### config.mk
export PLATFORM = sky130hd
export DESIGN_NAME = json_delimiter_scanner_unit
export DESIGN_NICKNAME = d
export VERILOG_FILES = /design/src/hdl/jds_pkg.sv /design/src/hdl/jds_cell.sv /design/src/hdl/jds_stack.sv /design/src/hdl/json_delimiter_scanner_unit.sv
export VERILOG_INCLUDE_DIRS = /design/src /design/src/hdl
export SDC_FILE = /design/constraint.sdc
export NUM_CORES = 1
export LEC_CHECK = 0
export BUFFER_PORTS_ARGS = -buffer_cell sky130_fd_sc_hd__buf_2
export CAP_MARGIN = 25
export CELL_PAD_IN_SITES_DETAIL_PLACEMENT = 0
export CELL_PAD_IN_SITES_GLOBAL_PLACEMENT = 1
export CORE_MARGIN = 2
export CORE_UTILIZATION = 44
export CTS_CLUSTER_DIAMETER = 40
export DETAILED_ROUTE_END_ITERATION = 8
export HOLD_SLACK_MARGIN = 0.02
export MAX_ROUTING_LAYER = met4
export PLACE_DENSITY = 0.76
export SETUP_SLACK_MARGIN = 0.3
export SLEW_MARGIN = 5
export SYNTH_ARGS = -nofsm -noshare
export SYNTH_HDL_FRONTEND = slang
export SYNTH_SLANG_ARGS = --single-unit
### constraint.sdc
create_clock -name i_clk -period 6.55 [get_ports i_clk]
set_clock_uncertainty 0.15 [all_clocks]
set_input_delay 0.655 -clock i_clk [delete_from_list [all_inputs] [get_ports i_clk]]
set_output_delay 0.655 -clock i_clk [all_outputs]
set_load 0.02 [all_outputs]
### src/hdl/json_delimiter_scanner_unit_macros.svh
// ----------------------------------------------------------------------------
// Assertion macros for the delimiter scanner
// Concurrent checks, disabled while the active-low reset is asserted.
// ----------------------------------------------------------------------------
`ifndef JSON_DELIMITER_SCANNER_UNIT_MACROS_SVH
`define JSON_DELIMITER_SCANNER_UNIT_MACROS_SVH

// Same-cycle implication.
`define JDS_ASSERT_IMPL(lbl, clk, rstn, ante, cons, msg) \
    lbl: assert property (@(posedge clk) disable iff (!(rstn)) (ante) |-> (cons)) \
        else $error(msg);

// Next-cycle implication.
`define JDS_ASSERT_NEXT(lbl, clk, rstn, ante, cons, msg) \
    lbl: assert property (@(posedge clk) disable iff (!(rstn)) (ante) |=> (cons)) \
        else $error(msg);

`endif

### src/hdl/jds_pkg.sv
// ----------------------------------------------------------------------------
// jds_pkg
// Types and constants shared by the delimiter scanner modules.
// ----------------------------------------------------------------------------
`default_nettype none

package jds_pkg;

    localparam int STACK_DEPTH   = 64;
    localparam int POSITION_BITS = 16;
    localparam int DEPTH_W       = $clog2(STACK_DEPTH + 1);
    localparam int CHAR_W        = 8;
    localparam int START_W       = 16;
    localparam int OFS_W         = 16;
    localparam int CFG_IDX_W     = 8;
    localparam int CFG_DATA_W    = 16;

    localparam logic [CHAR_W-1:0] CH_OPEN_CURLY   = 8'h7B;
    localparam logic [CHAR_W-1:0] CH_OPEN_SQUARE  = 8'h5B;
    localparam logic [CHAR_W-1:0] CH_QUOTE        = 8'h22;
    localparam logic [CHAR_W-1:0] CH_CLOSE_CURLY  = 8'h7D;
    localparam logic [CHAR_W-1:0] CH_CLOSE_SQUARE = 8'h5D;

    localparam logic [CHAR_W-1:0] DELIM_RESET = 8'd44;

    localparam logic [CFG_IDX_W-1:0] CFG_DELIMITER = 8'd0;
    localparam logic [CFG_IDX_W-1:0] CFG_START_POS = 8'd1;

    typedef enum logic [1:0] {
        ST_FOUND     = 2'd0,
        ST_UNMATCHED = 2'd1,
        ST_END       = 2'd2,
        ST_OVERFLOW  = 2'd3
    } t_status;

    typedef struct packed {
        logic [CHAR_W-1:0] character;
        logic              last;
    } t_in_item;

    typedef struct packed {
        t_status                  status;
        logic [POSITION_BITS-1:0] position;
    } t_out_item;

    // Stack shift control: push moves every entry one cell deeper.
    typedef struct packed {
        logic push;
        logic pop;
        logic push_bit;  // 1 = square, 0 = curly
    } t_stack_ctl;

endpackage

`default_nettype wire

### src/hdl/jds_cell.sv
// ----------------------------------------------------------------------------
// jds_cell
// One entry of the bracket stack; takes its upper or lower neighbor's bit.
// ----------------------------------------------------------------------------
`default_nettype none

module jds_cell import jds_pkg::*; (
    input  wire logic       i_clk,
    input  wire t_stack_ctl i_ctl,
    input  wire logic       i_upper,
    input  wire logic       i_lower,
    output logic            o_bit
);

    logic r_bit;
    logic n_bit;

    always_comb begin
        n_bit = r_bit;
        if (i_ctl.push) begin
            n_bit = i_upper;
        end else if (i_ctl.pop) begin
            n_bit = i_lower;
        end
    end

    always_ff @(posedge i_clk) begin
        r_bit <= n_bit;
    end

    assign o_bit = r_bit;

endmodule

`default_nettype wire

### src/hdl/jds_stack.sv
// ----------------------------------------------------------------------------
// jds_stack
// Bracket stack as a chain of cells; cell 0 always holds the top entry.
// ----------------------------------------------------------------------------
`default_nettype none

module jds_stack import jds_pkg::*; (
    input  wire logic       i_clk,
    input  wire t_stack_ctl i_ctl,
    output logic            o_top
);

    logic [STACK_DEPTH-1:0] w_bits;

    for (genvar g = 0; g < STACK_DEPTH; g++) begin : g_cell
        logic w_upper;
        logic w_lower;

        if (g == 0) begin : g_head
            assign w_upper = i_ctl.push_bit;
        end else begin : g_body
            assign w_upper = w_bits[g-1];
        end

        if (g == STACK_DEPTH - 1) begin : g_tail
            assign w_lower = 1'b0;
        end else begin : g_inner
            assign w_lower = w_bits[g+1];
        end

        jds_cell u_cell (
            .i_clk   (i_clk),
            .i_ctl   (i_ctl),
            .i_upper (w_upper),
            .i_lower (w_lower),
            .o_bit   (w_bits[g])
        );
    end

    assign o_top = w_bits[0];

endmodule

`default_nettype wire

### src/hdl/json_delimiter_scanner_unit.sv
// A result item is registered in the output register when the byte that decides it is
// accepted. Throughput: one byte per cycle while the output is not stalled, set by the shift-stack chain
// (each byte reads only cell 0) and the single output register.
// Reset (synchronous, active low) clears depth, quote, offset, decided and the output
// valid, and loads delimiter 44 and start position 0; stack cells are not cleared.
// ----------------------------------------------------------------------------
// json_delimiter_scanner_unit
// Finds the first delimiter byte at nesting depth zero, or reports a bracket
// error, stack overflow or end of message without a find.
// ----------------------------------------------------------------------------
`default_nettype none

`include "json_delimiter_scanner_unit_macros.svh"

module json_delimiter_scanner_unit import jds_pkg::*; (
    input  wire logic                  i_clk,
    input  wire logic                  i_rst_n,
    // byte input
    input  wire logic                  i_in_valid,
    output logic                       o_in_ready,
    input  wire t_in_item              i_in_item,
    // result output
    output logic                       o_out_valid,
    input  wire logic                  i_out_ready,
    output t_out_item                  o_out_item,
    // configuration writes
    input  wire logic                  i_cfg_valid,
    output logic                       o_cfg_ready,
    input  wire logic [CFG_IDX_W-1:0]  i_cfg_index,
    input  wire logic [CFG_DATA_W-1:0] i_cfg_data
);

    localparam int SUM_W = (POSITION_BITS > OFS_W) ? POSITION_BITS + 1 : OFS_W + 1;
    localparam logic [SUM_W-1:0] POS_MAX =
        {{(SUM_W-POSITION_BITS){1'b0}}, {POSITION_BITS{1'b1}}};
    localparam logic [DEPTH_W-1:0] DEPTH_FULL = DEPTH_W'(STACK_DEPTH);
    localparam logic [OFS_W-1:0]   OFS_MAX    = {OFS_W{1'b1}};

    logic [CHAR_W-1:0]  r_delim;
    logic [START_W-1:0] r_start;
    logic [DEPTH_W-1:0] r_depth;
    logic [DEPTH_W-1:0] n_depth;
    logic               r_in_quote;
    logic               n_in_quote;
    logic [OFS_W-1:0]   r_offset;
    logic               r_decided;
    logic               r_out_valid;
    t_out_item          r_out_item;

    logic               w_in_acc;
    logic               w_out_acc;
    logic               w_top;
    logic               w_err;
    t_status            w_err_status;
    logic               w_found;
    logic               w_hit;
    logic               w_push;
    logic               w_pop;
    logic [CHAR_W-1:0]  w_char;
    logic [SUM_W-1:0]   w_sum;
    logic [POSITION_BITS-1:0] w_position;
    t_stack_ctl         w_stack_ctl;

    assign w_char    = i_in_item.character;
    assign w_in_acc  = i_in_valid && o_in_ready;
    assign w_out_acc = r_out_valid && i_out_ready;

    // ---- scan decision for the byte on the input ----
    always_comb begin
        n_depth      = r_depth;
        n_in_quote   = r_in_quote;
        w_push       = 1'b0;
        w_pop        = 1'b0;
        w_err        = 1'b0;
        w_err_status = ST_UNMATCHED;
        // inside quotes only a quote does anything
        if (!(r_in_quote && w_char != CH_QUOTE)) begin
            if (w_char == CH_OPEN_CURLY || w_char == CH_OPEN_SQUARE) begin
                if (r_depth == DEPTH_FULL) begin
                    w_err        = 1'b1;
                    w_err_status = ST_OVERFLOW;
                end else begin
                    w_push  = 1'b1;
                    n_depth = r_depth + DEPTH_W'(1);
                end
            end else if (w_char == CH_QUOTE) begin
                n_in_quote = !r_in_quote;
            end else if (w_char == CH_CLOSE_CURLY || w_char == CH_CLOSE_SQUARE) begin
                if (r_depth == '0 || w_top != (w_char == CH_CLOSE_SQUARE)) begin
                    w_err = 1'b1;
                end else begin
                    w_pop   = 1'b1;
                    n_depth = r_depth - DEPTH_W'(1);
                end
            end
        end
        w_found = !w_err && n_depth == '0 && !n_in_quote && w_char == r_delim;
        w_hit   = w_err || w_found;
    end

    assign w_sum = SUM_W'(r_start) + SUM_W'(r_offset);
    assign w_position = (w_sum > POS_MAX) ? {POSITION_BITS{1'b1}}
                                          : w_sum[POSITION_BITS-1:0];

    assign w_stack_ctl.push     = w_in_acc && !r_decided && w_push;
    assign w_stack_ctl.pop      = w_in_acc && !r_decided && w_pop;
    assign w_stack_ctl.push_bit = (w_char == CH_OPEN_SQUARE);

    jds_stack u_stack (
        .i_clk (i_clk),
        .i_ctl (w_stack_ctl),
        .o_top (w_top)
    );

    // ---- control state ----
    always_ff @(posedge i_clk) begin
        if (!i_rst_n) begin
            r_delim     <= DELIM_RESET;
            r_start     <= '0;
            r_depth     <= '0;
            r_in_quote  <= 1'b0;
            r_offset    <= '0;
            r_decided   <= 1'b0;
            r_out_valid <= 1'b0;
        end else begin
            if (i_cfg_valid) begin
                unique case (i_cfg_index)
                    CFG_DELIMITER: r_delim <= i_cfg_data[CHAR_W-1:0];
                    CFG_START_POS: r_start <= i_cfg_data[START_W-1:0];
                    default: ;
                endcase
            end
            if (w_out_acc) begin
                r_out_valid <= 1'b0;
            end
            if (w_in_acc) begin
                if (!r_decided && (w_hit || i_in_item.last)) begin
                    r_out_valid <= 1'b1;
                end
                if (i_in_item.last) begin
                    r_depth    <= '0;
                    r_in_quote <= 1'b0;
                    r_offset   <= '0;
                    r_decided  <= 1'b0;
                end else begin
                    if (!r_decided) begin
                        r_depth    <= n_depth;
                        r_in_quote <= n_in_quote;
                        r_decided  <= w_hit;
                    end
                    if (r_offset != OFS_MAX) begin
                        r_offset <= r_offset + OFS_W'(1);
                    end
                end
            end
        end
    end

    // ---- result payload ----
    always_ff @(posedge i_clk) begin
        if (w_in_acc && !r_decided) begin
            if (w_hit) begin
                r_out_item.status   <= w_err ? w_err_status : ST_FOUND;
                r_out_item.position <= w_position;
            end else if (i_in_item.last) begin
                r_out_item.status   <= ST_END;
                r_out_item.position <= '0;
            end
        end
    end

    assign o_in_ready  = !r_out_valid || i_out_ready;
    assign o_out_valid = r_out_valid;
    assign o_out_item  = r_out_item;
    assign o_cfg_ready = 1'b1;

    // ---- checks ----
    `JDS_ASSERT_IMPL(a_depth_bound, i_clk, i_rst_n, 1'b1, r_depth <= DEPTH_FULL, "depth beyond stack size")
    `JDS_ASSERT_NEXT(a_msg_reset, i_clk, i_rst_n, w_in_acc && i_in_item.last, r_depth == '0 && !r_in_quote && !r_decided && r_offset == '0, "message state not cleared after last item")
    `JDS_ASSERT_NEXT(a_silent_after_decide, i_clk, i_rst_n, w_in_acc && r_decided && !i_in_item.last && !r_out_valid, !r_out_valid, "result after decision")
    `JDS_ASSERT_IMPL(a_no_shift_when_decided, i_clk, i_rst_n, r_decided, !w_stack_ctl.push && !w_stack_ctl.pop, "stack moved after decision")

endmodule

`default_nettype wire
==> summary.md, run 1 <==
| Metric | Value |
|---|---|
| DIE HEIGHT | `128 µm` |
| Reg clk slew, reported paths | `0.06 ns` |
| Flop pwr share | `0.471` |
| Initial antenna violation count | `0` |
| CP startpoint | `i_in_item[4]` |
| Status | `complete, no violations` |
| Port Buffers | `57` |
| Initial core utilization | `0.450` |
| CP required | `6.45 ns` |
| Sw Ratio | `0.202` |
| Remaining Overflow, GRT | `0` |
| Crit path time final | `3.99 ns` |
| RR Startpoint | `r_depth[0]` |
| Routed Antenna Nets | `0` |
| Synth Area per Inst | `11.6 µm²` |
| Power per cell area | `237 nW/µm²` |
| Detailed Place HPWL | `10300 µm` |
| Via Count | `4726` |
| Fmax | `250 MHz` |
| Number of buffers created by CTS | `17` |
| Ys flop type | `edfxtp_1` |
| Clock network power share | `0.498` |
| Setup ws final | `2.56 ns` |
| Crit Path Category | `in2reg` |
| DIE WIDTH | `128 µm` |
| Synth warn | `0` |
| # IOs | `59` |
| Final wirelength | `13900 µm` |
| CP endpoint kind | `flop` |
| RD Place Congestion | `0.892` |
| Hold crit path type | `in2reg` |
| Max-cap violations | `0` |
| DR WL/cell | `16.3 µm` |
| Comb pwr share | `0.031` |
| Later-pin clock latency in the skew report | `0.42 ns` |
| Ys async rst share | `0` |
| DRC Markers | `0` |
| Final Max Tran Viols | `0` |
| Synthesized flop and latch total | `132` |
| Core Rows | `45` |
| Core Area | `15100 µm²` |
| Count of different cell masters after synthesis | `67` |
| CTS tree | `built` |
| Syn nets | `644` |
| Post-CTS Hold Buffers | `0` |
| RSZ-0062 raised after global routing | `false` |
| Layout cells sized above 1 | `0.273` |
| Worst Path Arrival | `3.89 ns` |
| Fill count | `1301` |
| Largest area contributor in the netlist | `edfxtp_1` |
| Pleak | `2.94 nW` |
| Post_cts resized | `0` |
| Global Route Usage Sum | `0.185` |
| Vias per cell | `5.56` |
| CP Max Fanout | `18` |
| Synth area leaders | `edfxtp_1 36%, dfxtp_1 15%, mux2_2 10%` |
| Rel. slew slack | `0.356` |
| Layout Cells excl Fill | `850` |
| Area Overhead vs Synth | `16.4%` |
| CTS max path bufs | `2` |
| Switching power | `0.379 mW` |
| Antenna diodes | `0` |
| Final hold vios | `0` |
| Synthesized area | `6810 µm²` |
| H-tree lvl count | `4` |
| First-pass GRT wire length | `23000 µm` |
| Setup violations, final | `0` |
| Vias in the first global route | `4529` |
| Yosys top cell area share | `0.362` |
| Final Net Count | `708` |
| Worst ir drop on vdd | `0.231 mV` |
| Pre-antenna DRT Iters | `5` |
| Die footprint | `16500 µm²` |
| Setup bufs post-CTS | `0` |
| # clock sinks | `132` |
| Internal power | `1.50 mW` |
| Largest net degree at the start of global routing | `63` |
| DRT iter0 DRCs | `289` |
| Hold_ws | `0.326 ns` |
| DP Worst Slack | `2.18 ns` |
| Slowest stage delay, CP | `0.57 ns` |
| Setup_tns | `0 ns` |
| Seq/Total Area, Yosys | `0.509` |
| CTS Root Cell | `clkbuf_16` |
| Number of synthesized flops with an enable pin | `82` |
| Gate Count Post-Synth | `585` |
| Worst Max-Slew Pin Slew | `0.964 ns` |
| CP cell instances | `buf_2, nor4b_1, nand3_1, ha_1, nor3_1, o21ai_1, a221oi_1, nand4_1, o41ai_4, o21ai_2, inv_1` |
| HP Start | `i_cfg_data[2]` |
| Dpl cells | `817` |
| Slowest CP cell | `nor3_1` |
| Crit path launch type | `primary input` |
| Part of the cycle the worst path needs | `0.610` |
cell families after synthesis:
family | synth area share
buf+inv | 0.0219
flops | 0.509
simple gates | 0.138
mux | 0.143
other cells | 0.000551
fa+ha+maj | 0.0397
xor+xnor | 0.0386
compound gates | 0.110
worst max-delay path: cells and delay by family:
family / cells / cell delay, ns
buffers and inverters: 2 / 0.58
adder cells (fa/ha/maj): 1 / 0.35
AO/OA/AOI/OAI: 4 / 1.00
AND/OR/NAND/NOR: 4 / 1.30
cell usage in the layout, fill, tap and decap left out, drive strengths merged, types with 3 or more instances in the layout:
| master | count |
|---|---|
| a21o | 7 |
| a21oi | 37 |
| a31oi | 5 |
| and2 | 6 |
| and3 | 5 |
| and4 | 3 |
| buf | 63 |
| clkbuf | 22 |
| clkinv | 6 |
| dfxtp | 50 |
| edfxtp | 82 |
| ha | 20 |
| inv | 21 |
| mux2 | 63 |
| mux2i | 26 |
| nand2 | 21 |
| nand2b | 4 |
| nand3 | 15 |
| nand4 | 11 |
| nor2 | 39 |
| nor2b | 28 |
| nor3 | 18 |
| nor4 | 4 |
| nor4b | 4 |
| o21a | 3 |
| o21ai | 23 |
| o31ai | 4 |
| or3 | 8 |
| xnor2 | 19 |
| xor2 | 11 |
final timing paths:
check / slack [ns] / end / cells past startpoint
worst max register to register: 2.69 / o_out_item[9] / 10
worst min register to register: 0.36 / r_delim[3] / 2
worst max-delay path: 2.56 / o_out_item[9] / 11
worst min-delay path: 0.33 / r_delim[2] / 3
area by class of cell:
cell class	count	area [µm²]	area share
clock buffers	22	551	0.0695
clock inverters	10	58.8	0.00742
inverters	18	67.6	0.00853
multi-input cells	417	3210	0.405
flip-flops and latches	132	3460	0.437
well taps	188	235	0.0297
repair buffers	63	338	0.0426
power groups by stage:
stage                     clock (mW)  sequential [mW]  combinational [mW]
after detailed placement           0            0.901              0.0590
after CTS                      0.956            0.884              0.0592
after global placement             0            0.901              0.0574
after global routing           0.995            0.884              0.0642
final                          0.934            0.884              0.0590
after floorplan                    0            0.905              0.0275
per-layer routing:
layer | up-vias | part of all wire | global-route usage | wire length [µm]
li1 | 2325 | - | - | -
met1 | 2264 | 0.45 | 0.230 | 6280
met4 | 0 | 0.023 | 0.0666 | 316
met2 | 108 | 0.48 | 0.286 | 6600
met3 | 29 | 0.048 | 0.0586 | 665
met5 | - | 0 | - | 0
cells in the mapped netlist, types with 8 or more instances:
library cell / n
dfxtp_1: 50
or3_1: 8
nor2b_1: 28
nand2_1: 21
xor2_1: 11
a21oi_2: 10
edfxtp_1: 82
mux2_2: 62
nand3_1: 14
nor2_1: 37
inv_1: 18
nand4_1: 11
nor3_1: 18
mux2i_1: 26
clkbuf_1: 13
o21ai_0: 18
ha_1: 20
a21oi_1: 27
xnor2_1: 19
registers in the layout, summed over array words and instances, names as in the netlist:
name and count:
r_delim 8, o_out_valid 1, r_offset 16, r_start 16
r_depth 7, r_decided 1, u_stack.g_cell.u_cell.o_bit 64, r_in_quote 1
o_out_item 18
stage by stage:
step / utilization / instance area [µm²] / power [mW]
after global routing: 0.523 / 7930 / 1.94
after CTS: 0.522 / 7910 / 1.90
after global placement: 0.482 / 7290 / 0.959
final: 0.523 / 7930 / 1.88
after floorplan: - / 6820 / 0.932
after detailed placement: 0.482 / 7300 / 0.960
Note: power is estimated with default switching activity, not from simulation.
==> run 2, diff against run 1 <==
--- a/config.mk
+++ b/config.mk
@@ -6,17 +6,18 @@
 export SDC_FILE = /design/constraint.sdc
 export NUM_CORES = 1
 export LEC_CHECK = 0
+export ABC_AREA = 1
 export BUFFER_PORTS_ARGS = -buffer_cell sky130_fd_sc_hd__buf_2
 export CAP_MARGIN = 25
 export CELL_PAD_IN_SITES_DETAIL_PLACEMENT = 0
 export CELL_PAD_IN_SITES_GLOBAL_PLACEMENT = 1
 export CORE_MARGIN = 2
-export CORE_UTILIZATION = 44
+export CORE_UTILIZATION = 45
 export CTS_CLUSTER_DIAMETER = 40
 export DETAILED_ROUTE_END_ITERATION = 8
 export HOLD_SLACK_MARGIN = 0.02
 export MAX_ROUTING_LAYER = met4
-export PLACE_DENSITY = 0.76
+export PLACE_DENSITY = 0.79
 export SETUP_SLACK_MARGIN = 0.3
 export SLEW_MARGIN = 5
 export SYNTH_ARGS = -nofsm -noshare
==> constraint.sdc (replaced) <==
create_clock -name i_clk -period 3.7 [get_ports i_clk]
set_clock_uncertainty 0.15 [all_clocks]
set_input_delay 0.37 -clock i_clk [delete_from_list [all_inputs] [get_ports i_clk]]
set_output_delay 0.37 -clock i_clk [all_outputs]
set_load 0.02 [all_outputs]
==> run 2 against run 1 <==
Against the previous run:
- design area fell by 0.30%
- sequential cell count did not move
- total power rose by 81%
- clock power up 83%
- highest routed layer unchanged
==> summary.md, run 2 <==
| Metric | Value |
|---|---|
| DRC Markers | `0 (unchanged)` |
| Layout Cells excl Fill | `1079 (+27%)` |
| Remaining Overflow, GRT | `0 (unchanged)` |
| Yosys top cell area share | `0.362 (about the same)` |
| Crit Path Category | `reg2reg` |
| CTS max path bufs | `2 (unchanged)` |
| Power per cell area | `430 nW/µm² (+82%)` |
| Post-Synth XOR/XNOR Area | `0.0257 (-0.0128)` |
| DR WL/cell | `13.7 µm (-16%)` |
| R2r setup slk | `0.93 ns (-1.76 ns)` |
| RSZ-0062 raised after global routing | `false` |
| CTS Root Cell | `clkbuf_16` |
| Core Area | `14600 µm² (-3.3%)` |
| Port Buffers | `57 (unchanged)` |
| Crit path launch type | `flop` |
| Setup violations, final | `0 (unchanged)` |
| R2R depth | `18 (+8)` |
| Synth Area per Inst | `8.27 µm² (-29%)` |
| Pwr Total | `3.40 mW (+81%)` |
| Vias in the first global route | `5144 (+14%)` |
| DIE HEIGHT | `127 µm (-1.1%)` |
| Synth cell count leaders | `281 x nand2_1, 82 x edfxtp_1, 66 x nor2_1` |
| Synth warn | `0 (unchanged)` |
| Later-pin clock latency in the skew report | `0.42 ns (about the same)` |
| Delay-heaviest family, CP | `simple AND/OR/NAND/NOR gates` |
| Largest area contributor in the netlist | `edfxtp_1` |
| Die footprint | `16100 µm² (-2.2%)` |
| Worst Max-Slew Pin Slew | `0.697 ns (-0.266 ns)` |
| Ys flop type | `edfxtp_1` |
| Setup_tns | `0 ns (unchanged)` |
| Synthesized flop and latch total | `132 (unchanged)` |
| Area Overhead vs Synth | `16.1%` |
| Synthesized area | `6810 µm² (about the same)` |
| CP cell instances | `inv_1, ha_1, nand3_2, nor2_2, nand2_1, nand2_1, nor2_1, nor2_1, nand2_1, nand2_1, nor2_1, nand3_1, nor2_2, nand3_2, nand3_1, nand2_1, inv_1, buf_4` |
| Largest family of logic cells by synthesized area | `simple AND/OR/NAND/NOR gates` |
| Synth Area in Adders | `0.0397 (about the same)` |
| Post-synthesis compound-gate area fraction | `0.103 (-0.00748)` |
| Mux cell area share after synthesis | `0 (-0.143)` |
| Worst ir drop on vdd | `0.339 mV (+47%)` |
| Number of synthesized flops with an enable pin | `82 (unchanged)` |
| Routed Antenna Nets | `0 (unchanged)` |
| Seq/Total Area, Yosys | `0.509 (about the same)` |
| RR Endpoint | `o_out_item[5]` |
| Fmax | `362 MHz` |
| H-tree lvl count | `4 (unchanged)` |
| Final Max Tran Viols | `0 (unchanged)` |
| Part of the cycle the worst path needs | `0.747` |
| Slowest stage delay, CP | `0.42 ns (-0.15 ns)` |
| Initial core utilization | `0.465 (+0.0151)` |
| Simple-Gate Fraction of Synth Area | `0.265 (+0.127)` |
| Rel. slew slack | `0.535 (+0.179)` |
| Placed Area | `7280 µm² (-0.31%)` |
| Max-cap violations | `0 (unchanged)` |
| Layout cells sized above 1 | `0.156 (-0.117)` |
| Hold Crit Depth | `3 (unchanged)` |
| Largest net degree at the start of global routing | `65 (+3.2%)` |
| Final Net Count | `941 (+33%)` |
| Crit path time final | `2.77 ns` |
| Max reg flops | `64 (unchanged)` |
| CP Max Fanout | `18 (unchanged)` |
| Pre-antenna DRT Iters | `5 (unchanged)` |
| Hold crit path type | `in2reg` |
| HP Start | `i_cfg_data[14]` |
| Syn nets | `882 (+37%)` |
| Final hold vios | `0 (unchanged)` |
| Endpoint, Worst Hold | `r_start[14]` |
| Commonest non-fill, non-tap cells in the layout | `281 x nand2_1, 82 x edfxtp_1, 66 x nor2_1` |
| Reg clk slew, reported paths | `0.06 ns (about the same)` |
| Setup bufs post-CTS | `0 (unchanged)` |
| Worst Path Arrival | `2.72 ns (-1.17 ns)` |
| Count of different cell masters after synthesis | `42 (-37%)` |
| DIE WIDTH | `127 µm (-1.1%)` |
| Via Count | `5479 (+16%)` |
| Number of buffers created by CTS | `17 (unchanged)` |
| Gate Count Post-Synth | `823 (+41%)` |
| Count leader, synth | `nand2_1` |
| Vias per cell | `5.08 (-8.7%)` |
| Final Instance Area | `7900 µm² (-0.30%)` |
| Synth area leaders | `edfxtp_1 36%, nand2_1 15%, dfxtp_1 15%` |
| CP required | `3.65 ns (-2.80 ns)` |
| # clock sinks | `132 (unchanged)` |
| Final wirelength | `14800 µm (+6.6%)` |
| First-pass GRT wire length | `24700 µm (+7.1%)` |
| CTS tree | `built` |
| Detailed Place HPWL | `10700 µm (+4.5%)` |
| RR Startpoint | `r_depth[0]` |
| Pleak | `3.21 nW (+9.3%)` |
| Global Route Usage Sum | `0.198 (+0.0126)` |
| Worst Path Buf+Inv | `3 (+1)` |
| DRT iter0 DRCs | `404 (+40%)` |
| Dpl cells | `1045 (+28%)` |
| Initial antenna violation count | `0 (unchanged)` |
| Crit path top cell by count | `nand2_1` |
| Post_cts resized | `0 (unchanged)` |
| Most common cell after layout, fill and taps aside | `nand2_1` |
| Core Rows | `44 (-2.2%)` |
| Slowest CP cell | `dfxtp_1` |
| RD Place Congestion | `0.901 (+1.0%)` |
| Ys async rst share | `0 (unchanged)` |
| Status | `complete, no violations` |
| CP endpoint kind | `flop` |
| Antenna diodes | `0 (unchanged)` |
| # IOs | `59 (unchanged)` |
[run 2: changes by cell type after synthesis, sizes merged, moves of 8 or more]
cell	change
a21oi	+16
inv	+55
mux2	-63
mux2i	-26
nand2	+266
nand3	+21
nor2	+36
nor2b	-28
nor3	-11
o21ai	+23
or3	-8
[run 2: final cells by class]
cell class / count / area, µm²
clock buffers: 17 / 425
clock inverters: 15 / 178
fillers: 1373 / 6740
inverters: 75 / 282
multi-input cells: 592 / 2970
flip-flops and latches: 132 / 3460
well taps: 184 / 230
repair buffers: 64 / 355
[run 2: power breakdown]
group	internal (mW)	switching (mW)
clock	1.06	0.649
sequential	1.56	0.00574
combinational	0.0403	0.0792
[run 2: metal layers]
layer,vias up,global-route usage,part of all wire
li1,2840,-,-
met1,2504,0.273,0.51
met2,110,0.287,0.43
met3,25,0.0452,0.041
met4,0,0.0750,0.022
met5,-,-,0
[run 2: worst max-delay path by stage]
stage / startpoint / to / slack (ns) / depth (start not counted)
final: r_depth[0] / o_out_item[5] / 0.93 / 18
after global routing: r_depth[0] / o_out_item[5] / 0.64 / 18
after CTS: r_depth[0] / o_out_item[5] / 0.93 / 18
after detailed placement: i_in_item[5] / o_out_item[15] / 0.55 / 16
after global placement: i_in_item[5] / o_out_item[13] / 0.60 / 16
after floorplan: i_in_item[5] / u_stack.g_cell[0].u_cell.o_bit / 0.62 / 7
[run 2: logic make-up (layout without fill, tap and decap cells)]
| logic type | Yosys count | after routing |
|---|---|---|
| other | 1 | 1 |
| xor gates and xnor gates | 20 | 20 |
| and+or+nand+nor | 428 | 428 |
| DFF | 132 | 132 |
| AOI/OAI and AO/OA | 122 | 122 |
| buffers and inverters | 99 | 171 |
| adders and majority gates | 21 | 21 |
[run 2: stage by stage]
step | hold slack (ns) | setup slack (ns) | utilization
after global placement | 0.312 | 0.604 | 0.497
after global routing | 0.0606 | 0.638 | 0.540
after detailed placement | 0.315 | 0.552 | 0.497
after CTS | 0.0372 | 0.935 | 0.540
final | 0.0558 | 0.934 | 0.540
after floorplan | 0.301 | 0.620 | -
[run 2: tightest hold or removal path, delay by kind of cell]
family          cells  cell delay (ns)
simple gates        1             0.08
buf+inv             1             0.07
compound gates      1             0.07
[run 2: timing repair]
action / 4_1_cts / 5_1_grt
hold endpoints to repair: 2 / 0
setup endpoints to repair: 0 / 0
hold buffers: 2 / 0
